File: src/npds_pkg.sv
// Shared types, widths and constants for the nearest point distance search.
// Used by the core, the root/divide unit and the port checker. No dependencies.
package npds_pkg;

  localparam int COORD_BITS = 24;
  localparam int MAG_W      = COORD_BITS + 1;        // |a - b| needs one more bit
  localparam int PROD_W     = 2 * MAG_W;
  localparam int SQ_W       = 52;                    // squared distance, saturating
  localparam int WIDE_W     = (PROD_W > SQ_W) ? PROD_W : SQ_W;
  localparam int ACC_W      = SQ_W + 1;              // working width of the unit
  localparam int ROOT_W     = SQ_W / 2 + 1;
  localparam int ROOT_ITER  = SQ_W / 2;
  localparam int FRAC_DIR   = 14;
  localparam int NUM_W      = MAG_W + FRAC_DIR + 1;
  localparam int ITER_MAX   = (NUM_W > ROOT_ITER) ? NUM_W : ROOT_ITER;
  localparam int ITER_W     = $clog2(ITER_MAX + 1);
  localparam int DIST_W     = 25;
  localparam int DIR_W      = 16;
  localparam int DIR_UNIT   = 1 << FRAC_DIR;
  localparam int CFG_IDX_W  = 2;

  localparam logic [SQ_W-1:0]   SQ_INF   = {SQ_W{1'b1}};
  localparam logic [SQ_W-1:0]   SQ_SAT   = {{(SQ_W-1){1'b1}}, 1'b0};
  localparam logic [DIST_W-1:0] DIST_MAX = {DIST_W{1'b1}};
  localparam logic [DIR_W-1:0]  UNIT_Q14 = DIR_W'(DIR_UNIT);

  typedef enum logic [CFG_IDX_W-1:0] {
    REG_QUERY_X = 2'd0,
    REG_QUERY_Y = 2'd1,
    REG_QUERY_Z = 2'd2
  } cfg_reg_t;

  typedef enum logic {
    OP_ROOT = 1'b0,
    OP_DIV  = 1'b1
  } unit_op_t;

  typedef logic signed [COORD_BITS-1:0] coord_t;

  typedef struct packed {
    coord_t point_x;
    coord_t point_y;
    coord_t point_z;
    logic   last_point;
  } point_t;

  typedef struct packed {
    logic [DIST_W-1:0]       min_distance;
    logic signed [DIR_W-1:0] dir_x;
    logic signed [DIR_W-1:0] dir_y;
    logic signed [DIR_W-1:0] dir_z;
    coord_t                  nearest_x;
    coord_t                  nearest_y;
    coord_t                  nearest_z;
  } result_t;

  typedef struct packed {
    logic              start;
    unit_op_t          op;
    logic [SQ_W-1:0]   rad;
    logic [NUM_W-1:0]  num;
    logic [ROOT_W-1:0] den;
  } unit_cmd_t;

  typedef struct packed {
    logic             done;
    logic [ACC_W-1:0] res;
  } unit_sts_t;

endpackage

File: src/npds_root_div.sv
// Iterative unit: rounded square root (two bits a step) or rounded-up-front
// restoring division (one bit a step), sharing one subtract/compare. Uses npds_pkg.
module npds_root_div (
  input  logic               clk,
  input  logic               rst,
  input  npds_pkg::unit_cmd_t cmd,
  output npds_pkg::unit_sts_t sts
);
  import npds_pkg::*;

  logic              busy;
  logic              done;
  unit_op_t          op;
  logic [ITER_W-1:0] cnt;
  logic [ACC_W-1:0]  n;      // radicand remainder / division remainder
  logic [ACC_W-1:0]  r;      // root / quotient
  logic [ACC_W-1:0]  b;      // root bit / numerator shift
  logic [ROOT_W-1:0] den;
  logic [ACC_W-1:0]  res;

  logic [ACC_W-1:0]  cmp_a;
  logic [ACC_W-1:0]  cmp_b;
  logic [ACC_W:0]    diff;
  logic              ge;

  always_comb begin
    if (op == OP_ROOT) begin
      cmp_a = n;
      cmp_b = r + b;
    end else begin
      cmp_a = {n[ACC_W-2:0], b[NUM_W-1]};
      cmp_b = ACC_W'(den);
    end
    diff = {1'b0, cmp_a} - {1'b0, cmp_b};
    ge   = ~diff[ACC_W];
  end

  always_ff @(posedge clk) begin
    if (rst) begin
      busy <= 1'b0;
      done <= 1'b0;
      op   <= OP_ROOT;
      cnt  <= '0;
    end else begin
      done <= 1'b0;
      if (!busy && cmd.start) begin
        busy <= 1'b1;
        op   <= cmd.op;
        cnt  <= (cmd.op == OP_ROOT) ? ITER_W'(ROOT_ITER) : ITER_W'(NUM_W);
      end else if (busy) begin
        if (cnt != '0) begin
          cnt <= cnt - 1'b1;
        end else begin
          busy <= 1'b0;
          done <= 1'b1;
        end
      end
    end
  end

  always_ff @(posedge clk) begin
    if (!busy && cmd.start) begin
      r   <= '0;
      den <= cmd.den;
      if (cmd.op == OP_ROOT) begin
        n <= ACC_W'(cmd.rad);
        b <= ACC_W'(1) << (SQ_W - 2);
      end else begin
        n <= '0;
        b <= ACC_W'(cmd.num);
      end
    end else if (busy) begin
      if (cnt != '0) begin
        if (op == OP_ROOT) begin
          if (ge) begin
            n <= diff[ACC_W-1:0];
            r <= (r >> 1) + b;
          end else begin
            r <= r >> 1;
          end
          b <= b >> 2;
        end else begin
          n <= ge ? diff[ACC_W-1:0] : cmp_a;
          r <= {r[ACC_W-2:0], ge};
          b <= b << 1;
        end
      end else begin
        // root rounds to nearest, ties up
        res <= (op == OP_ROOT && n > r) ? r + 1'b1 : r;
      end
    end
  end

  assign sts.done = done;
  assign sts.res  = res;

endmodule

File: src/nearest_point_distance_search_core.sv
// Top level of the nearest point distance search: sequencer, shared squarer
// and search state. Uses npds_pkg and npds_root_div.
//
// Use: write query_x/y/z through cfg_write/cfg_index/cfg_data (index 0..2,
// taken at once, no read-back), then stream the cloud's points on the in_*
// channel, the final one with last_point set. Each point is a valid/ready
// beat; nothing comes out for a point that is not last.
// Per point the block squares the three differences one axis a cycle on a
// single multiplier and then compares; in_ready stays low until the compare
// is done, so the next point waits for the whole pass.
// On the last point two square roots (26 steps each) and, unless the norm is
// zero, three divisions (NUM_W = COORD_BITS + 16 steps each) run on the
// shared root/divide unit before the result beat is offered on out_*.
// The result sits in an output register; a new cloud may start while it
// waits. If the receiver stalls past the next last point, the block holds
// that next result and stays busy until the register frees.
// Reset (synchronous, rst high) zeroes the query, empties the search and
// drops out_valid.
module nearest_point_distance_search_core (
  input  logic                            clk,
  input  logic                            rst,
  input  logic                            in_valid,
  output logic                            in_ready,
  input  npds_pkg::point_t                in_data,
  output logic                            out_valid,
  input  logic                            out_ready,
  output npds_pkg::result_t               out_data,
  input  logic                            cfg_write,
  input  logic [npds_pkg::CFG_IDX_W-1:0]  cfg_index,
  input  logic [npds_pkg::COORD_BITS-1:0] cfg_data
);
  import npds_pkg::*;

  typedef enum logic [7:0] {
    S_IDLE      = 8'b0000_0001,
    S_SQ        = 8'b0000_0010,
    S_CMP       = 8'b0000_0100,
    S_ROOT_GO   = 8'b0000_1000,
    S_ROOT_WAIT = 8'b0001_0000,
    S_DIV_GO    = 8'b0010_0000,
    S_DIV_WAIT  = 8'b0100_0000,
    S_EMIT      = 8'b1000_0000
  } state_t;

  state_t state;
  logic   phase;       // 0: point search, 1: direction of the nearest point
  logic [1:0] cnt;

  coord_t query_x, query_y, query_z;
  coord_t pt_x, pt_y, pt_z;
  logic   pt_last;
  logic [SQ_W-1:0] best_dist_sq;
  coord_t best_x, best_y, best_z;

  logic [SQ_W-1:0]   acc;
  logic [SQ_W-1:0]   prod;
  logic [MAG_W-1:0]  mag_r [3];
  logic              neg_r [3];
  logic [DIST_W-1:0] min_dist;
  logic [ROOT_W-1:0] nrm;
  logic [DIR_W-1:0]  dir_r [3];

  unit_cmd_t ucmd;
  unit_sts_t usts;

  coord_t           sel_a, sel_b;
  logic [MAG_W-1:0] diff;
  logic             neg;
  logic [MAG_W-1:0] mag;
  logic [PROD_W-1:0] sq_raw;
  logic [WIDE_W-1:0] sq_wide;
  logic [SQ_W-1:0]   sq_sat;
  logic [SQ_W:0]     sum;
  logic [SQ_W-1:0]   acc_next;
  logic [ROOT_W-1:0] root;
  logic [NUM_W-1:0]  quot;
  logic [DIR_W-1:0]  qclamp;

  npds_root_div u_root_div (
    .clk (clk),
    .rst (rst),
    .cmd (ucmd),
    .sts (usts)
  );

  // one axis per cycle through the shared squarer
  always_comb begin
    unique case (cnt)
      2'd0:    begin sel_a = phase ? best_x : pt_x; sel_b = query_x; end
      2'd1:    begin sel_a = phase ? best_y : pt_y; sel_b = query_y; end
      default: begin sel_a = phase ? best_z : pt_z; sel_b = query_z; end
    endcase
    diff     = {sel_a[COORD_BITS-1], sel_a} - {sel_b[COORD_BITS-1], sel_b};
    neg      = diff[MAG_W-1];
    mag      = neg ? (~diff + 1'b1) : diff;
    sq_raw   = mag * mag;
    sq_wide  = WIDE_W'(sq_raw);
    sq_sat   = (sq_wide > WIDE_W'(SQ_SAT)) ? SQ_SAT : sq_wide[SQ_W-1:0];
    sum      = {1'b0, acc} + {1'b0, prod};
    acc_next = (sum > {1'b0, SQ_SAT}) ? SQ_SAT : sum[SQ_W-1:0];
  end

  always_comb begin
    root   = usts.res[ROOT_W-1:0];
    quot   = usts.res[NUM_W-1:0];
    qclamp = (quot > NUM_W'(DIR_UNIT)) ? UNIT_Q14 : quot[DIR_W-1:0];
  end

  always_comb begin
    ucmd.start = (state == S_ROOT_GO) || (state == S_DIV_GO && nrm != '0);
    ucmd.op    = (state == S_DIV_GO) ? OP_DIV : OP_ROOT;
    ucmd.rad   = phase ? acc : best_dist_sq;
    ucmd.num   = NUM_W'({mag_r[cnt], {FRAC_DIR{1'b0}}}) + NUM_W'(nrm[ROOT_W-1:1]);
    ucmd.den   = nrm;
  end

  assign in_ready = (state == S_IDLE);

  always_ff @(posedge clk) begin
    if (rst) begin
      query_x <= '0;
      query_y <= '0;
      query_z <= '0;
    end else if (cfg_write) begin
      unique case (cfg_index)
        REG_QUERY_X: query_x <= cfg_data;
        REG_QUERY_Y: query_y <= cfg_data;
        REG_QUERY_Z: query_z <= cfg_data;
        default:     ;
      endcase
    end
  end

  always_ff @(posedge clk) begin
    if (rst) begin
      state        <= S_IDLE;
      phase        <= 1'b0;
      cnt          <= '0;
      out_valid    <= 1'b0;
      best_dist_sq <= SQ_INF;
      best_x       <= '0;
      best_y       <= '0;
      best_z       <= '0;
    end else begin
      if (state == S_EMIT && (!out_valid || out_ready)) begin
        out_valid <= 1'b1;
      end else if (out_ready) begin
        out_valid <= 1'b0;
      end
      unique case (state)
        S_IDLE: begin
          if (in_valid) begin
            phase <= 1'b0;
            cnt   <= '0;
            state <= S_SQ;
          end
        end
        S_SQ: begin
          cnt <= cnt + 1'b1;
          if (cnt == 2'd3) begin
            state <= phase ? S_ROOT_GO : S_CMP;
          end
        end
        S_CMP: begin
          if (acc < best_dist_sq) begin
            best_dist_sq <= acc;
            best_x       <= pt_x;
            best_y       <= pt_y;
            best_z       <= pt_z;
          end
          state <= pt_last ? S_ROOT_GO : S_IDLE;
        end
        S_ROOT_GO: begin
          state <= S_ROOT_WAIT;
        end
        S_ROOT_WAIT: begin
          if (usts.done) begin
            cnt <= '0;
            if (!phase) begin
              phase <= 1'b1;
              state <= S_SQ;
            end else begin
              state <= S_DIV_GO;
            end
          end
        end
        S_DIV_GO: begin
          // a zero norm means the nearest point is the query: no direction
          state <= (nrm == '0) ? S_EMIT : S_DIV_WAIT;
        end
        S_DIV_WAIT: begin
          if (usts.done) begin
            cnt   <= cnt + 1'b1;
            state <= (cnt == 2'd2) ? S_EMIT : S_DIV_GO;
          end
        end
        S_EMIT: begin
          if (!out_valid || out_ready) begin
            best_dist_sq <= SQ_INF;
            best_x       <= '0;
            best_y       <= '0;
            best_z       <= '0;
            state        <= S_IDLE;
          end
        end
        default: state <= S_IDLE;
      endcase
    end
  end

  // datapath registers
  always_ff @(posedge clk) begin
    if (state == S_IDLE && in_valid) begin
      pt_x    <= in_data.point_x;
      pt_y    <= in_data.point_y;
      pt_z    <= in_data.point_z;
      pt_last <= in_data.last_point;
      acc     <= '0;
    end
    if (state == S_ROOT_WAIT && usts.done && !phase) begin
      acc <= '0;
    end
    if (state == S_SQ) begin
      if (cnt != 2'd3) begin
        prod       <= sq_sat;
        mag_r[cnt] <= mag;
        neg_r[cnt] <= neg;
      end
      if (cnt != 2'd0) begin
        acc <= acc_next;
      end
    end
    if (state == S_ROOT_WAIT && usts.done) begin
      if (!phase) begin
        min_dist <= (root > ROOT_W'(DIST_MAX)) ? DIST_MAX : root[DIST_W-1:0];
      end else begin
        nrm <= root;
      end
    end
    if (state == S_DIV_GO && nrm == '0) begin
      dir_r[0] <= '0;
      dir_r[1] <= '0;
      dir_r[2] <= '0;
    end
    if (state == S_DIV_WAIT && usts.done) begin
      dir_r[cnt] <= neg_r[cnt] ? (~qclamp + 1'b1) : qclamp;
    end
    if (state == S_EMIT && (!out_valid || out_ready)) begin
      out_data.min_distance <= min_dist;
      out_data.dir_x        <= dir_r[0];
      out_data.dir_y        <= dir_r[1];
      out_data.dir_z        <= dir_r[2];
      out_data.nearest_x    <= best_x;
      out_data.nearest_y    <= best_y;
      out_data.nearest_z    <= best_z;
    end
  end

endmodule

File: config.mk
export PLATFORM = sky130hd
export DESIGN_NAME = nearest_point_distance_search_core
export DESIGN_NICKNAME = d
export VERILOG_FILES = /design/src/npds_pkg.sv /design/src/npds_root_div.sv /design/src/nearest_point_distance_search_core.sv
export SDC_FILE = /design/constraint.sdc
export NUM_CORES = 2
export LEC_CHECK = 0
export BUFFER_PORTS_ARGS = -buffer_cell sky130_fd_sc_hd__buf_2
export CAP_MARGIN = 0
export CORE_MARGIN = 4
export CORE_UTILIZATION = 47
export DETAILED_ROUTE_END_ITERATION = 7
export SLEW_MARGIN = 20
export SYNTH_ARGS = -nofsm -noshare
export SYNTH_HDL_FRONTEND = slang
export SYNTH_SLANG_ARGS = --single-unit
File: constraint.sdc
create_clock -name clk -period 23.6 [get_ports clk]
set_clock_uncertainty 0.1 [all_clocks]
set_input_delay 2.36 -clock clk [delete_from_list [all_inputs] [get_ports clk]]
set_output_delay 2.36 -clock clk [all_outputs]
set_load 0.01 [all_outputs]
==> load_flow_metrics.sql <==
INSERT INTO impl_metrics (metric_group, metric, value, unit) VALUES
('cts', 'clk_path_buf_depth', '3', ''),
('timing', 'grt_setup_unrepaired', 'no', ''),
('die', 'floorplan.core_area', '154000', 'µm²'),
('timing', 'drv_slew', '0', ''),
('setup_path', 'biggest_cell_delay_along_the_critical_path', '0.91', 'ns'),
('setup_path', 'critPathKind', 'reg -> reg', ''),
('setup_path', 'worst_r2r_startpoint', 'phase', ''),
('yosys', 'yosys_register_bits', '942', ''),
('yosys', 'syn-instance-count', '7664', ''),
('routing', 'detail_route.wirelength.met1', '96800', 'µm'),
('worst_hold_path', 'min_delay_path_depth', '0', ''),
('finish', 'fill_cells', '14193', ''),
('setup_path', 'critical_path_peak_fanout', '55', ''),
('timing', 'worst_slew_pin_slew', '1.19', 'ns'),
('flow_run', 'drv_cap', '0', ''),
('die', 'start_util', '0.473', ''),
('routing', 'detail-route-antenna-nets', '0', ''),
('setup_path', 'worst-endpoint-required', '23.98', 'ns'),
('global_routing', 'antenna_found_initial', '5', ''),
('timing', 'finalSetupTns', '0', 'ns'),
('finish', 'multi_input_area', '43900', 'µm²'),
('yosys', 'ys.warnings.count', '0', ''),
('yosys', 'yosys_most_used_dff', 'edfxtp_1', ''),
('die', 'design.die.area', '162000', 'µm²'),
('finish', 'syn2layout_area_growth', '9.69', '%'),
('cts', 'cts_post_setup_buffers_inserted', '0', ''),
('global_routing', 'grt.overflow.total', '0', ''),
('global_routing', 'grtUsageTotal', '0.273', ''),
('setup_path', 'critPathArrivalTime', '14.27', 'ns'),
('setup_path', 'worstPathBufferInverterCount', '10', ''),
('cts', 'post_cts_resized', '0', ''),
('routing', 'post_drt_wl_per_cell', '22.8', 'µm'),
('timing', 'worst_slew_slack_as_a_fraction_of_its_limit', '0.199', ''),
('routing', 'vias_per_cell', '5.89', ''),
('routing', 'wl_met2', '107000', 'µm'),
('setup_path', 'critical_path.startpoint_type', 'flip-flop', ''),
('worst_hold_path', 'hold_path_end', 'out_data[136]', ''),
('routing', 'via_count', '58207', ''),
('worst_hold_path', 'holdCritStartpoint', 'min_dist[16]', ''),
('setup_path', 'timing.critical_path.to_type', 'flip-flop', ''),
('die', 'die_height', '402', 'µm'),
('cts', 'cts_tree', 'done', ''),
('setup_path', 'slowest_stage', 'dfxtp_4', ''),
('setup_path', 'worst-r2r-setup-slack', '9.71', 'ns'),
('yosys', 'synth-edff-count', '618', ''),
('finish', 'mostFrequentLayoutCells', '737 x inv_1, 678 x a21oi_1, 644 x nand2_1', ''),
('cts', 'clk-insertion-delay-late', '0.76', 'ns'),
('global_routing', 'number_of_global_route_vias_before_repair', '57390', ''),
('setup_path', 'timing.critical_path.max_delay_family', 'compound AO/OA/AOI/OAI gates', ''),
('die', 'die_x', '402', 'µm'),
('routing', 'detail_route.first_pass.iterations', '6', ''),
('setup_path', 'crit_path_start', 'phase', ''),
('global_routing', 'wire_length_of_the_first_global_routing_pass', '345000', 'µm'),
('place', 'hpwlAfterDp', '169000', 'µm'),
('finish', 'fin_nets', '8861', ''),
('routing', 'first_iter_violations', '5326', ''),
('routing', 'remaining_drcs', '0', ''),
('setup_path', 'rr_worst_depth', '44', ''),
('die', 'ios', '251', ''),
('yosys', 'synth.distinct_cells', '88', ''),
('routing', 'maxUsedRoutingLayer', 'met4', ''),
('status', 'outcome', 'completed', ''),
('yosys', 'syn-cell-area', '73000', 'µm²'),
('cts', 'cts_sinks', '942', ''),
('place', 'number_of_port_buffers', '250', ''),
('timing', 'hold_viol_final', '0', ''),
('cts', 'cts.reportedPaths.clkPinSlew', '0.06', 'ns'),
('timing', 'setup_violations', '0', ''),
('cts', 'cts_inserted_buffers', '105', ''),
('worst_hold_path', 'hp-class', 'reg -> reg', ''),
('yosys', 'synth_sequential_area_ratio', '0.343', '');
how the worst max path moves through the flow:
| stage | to | slack (ns) |
|---|---|---|
| finish | prod[41] | 9.71 |
| global route | prod[41] | 8.90 |
| CTS | prod[41] | 9.77 |
| detailed placement | prod[41] | 9.81 |
| global placement | prod[41] | 9.61 |
| floorplan | prod[41] | 11.49 |
sequential cells by signal (all words and copies together), names as in the netlist, 25 cells and up, named ones only:
| register | flops |
|---|---|
| u_root_div.r | 53 |
| dir_r | 48 |
| best_dist_sq | 52 |
| u_root_div.n | 53 |
| acc | 52 |
| mag_r | 75 |
| min_dist | 25 |
| prod | 49 |
| u_root_div.res | 40 |
| nrm | 27 |
| u_root_div.den | 27 |
| out_data | 145 |
| u_root_div.b | 53 |
layout make-up:
class	count	area share
antenna	3	0.0000937
clock buffer	131	0.0366
clock inverter	68	0.00973
inverter	750	0.0353
multi-input combinational	5594	0.548
sequential	942	0.313
tap	2044	0.0319
timing repair buffer	352	0.0257
Yosys cell counts, types with 54 or more instances:
master	number	area, µm²
inv_1	740	2780
a21oi_1	681	3410
nand2_1	647	2430
edfxtp_1	618	18600
ha_1	536	6710
nor2_1	531	1990
fa_1	476	9530
o21ai_0	435	2180
clkbuf_1	346	1300
dfxtp_1	324	6490
a21o_1	236	1770
xnor2_1	223	1950
nand3_1	167	836
nand3b_1	157	1180
mux2i_1	155	1550
xor2_1	117	1020
mux2_2	108	1220
nor4_1	101	632
nor2b_1	84	526
nor3_1	74	370
nand4_1	66	413
o211ai_1	66	495
o21bai_1	54	405
metrics by stage:
step	area [µm²]	util	instances	hold WS, ns	worst slack [ns]
after floorplan	73100	-	7681	0.300	11.49
after global placement	76300	0.495	9679	0.301	9.61
after detailed placement	76300	0.495	9680	0.305	9.81
after CTS	80000	0.519	9879	0.296	9.77
after global routing	80100	0.519	9883	0.309	8.90
final	80100	0.519	9884	0.305	9.71
worst reg2reg max path, delay by kind of cell, from the launching register on:
kind | cells | cell delay [ns]
adders and majority gates | 10 | 4.41
DFF | 1 | 0.91
muxes | 1 | 0.41
and+or+nand+nor | 2 | 0.33
AOI/OAI and AO/OA | 19 | 4.78
buffers and inverters | 10 | 2.36
xor gates and xnor gates | 2 | 0.31
logic make-up after synthesis:
kind of cell / share of synthesized area
and+or+nand+nor: 0.138
AOI/OAI and AO/OA: 0.158
buffers and inverters: 0.0592
adders and majority gates: 0.222
DFF: 0.343
xor gates and xnor gates: 0.0415
muxes: 0.0379
other: 0.000103
metal layers:
layer,GRT usage,vias to the layer above
met5,0,-
li1,-,27111
met3,0.0298,383
met2,0.459,1985
met1,0.369,28728
met4,0.0955,0
Power is left out: the tool's default activity adds up to more than one toggle a clock period on the data nets, which glitch-free logic cannot reach.
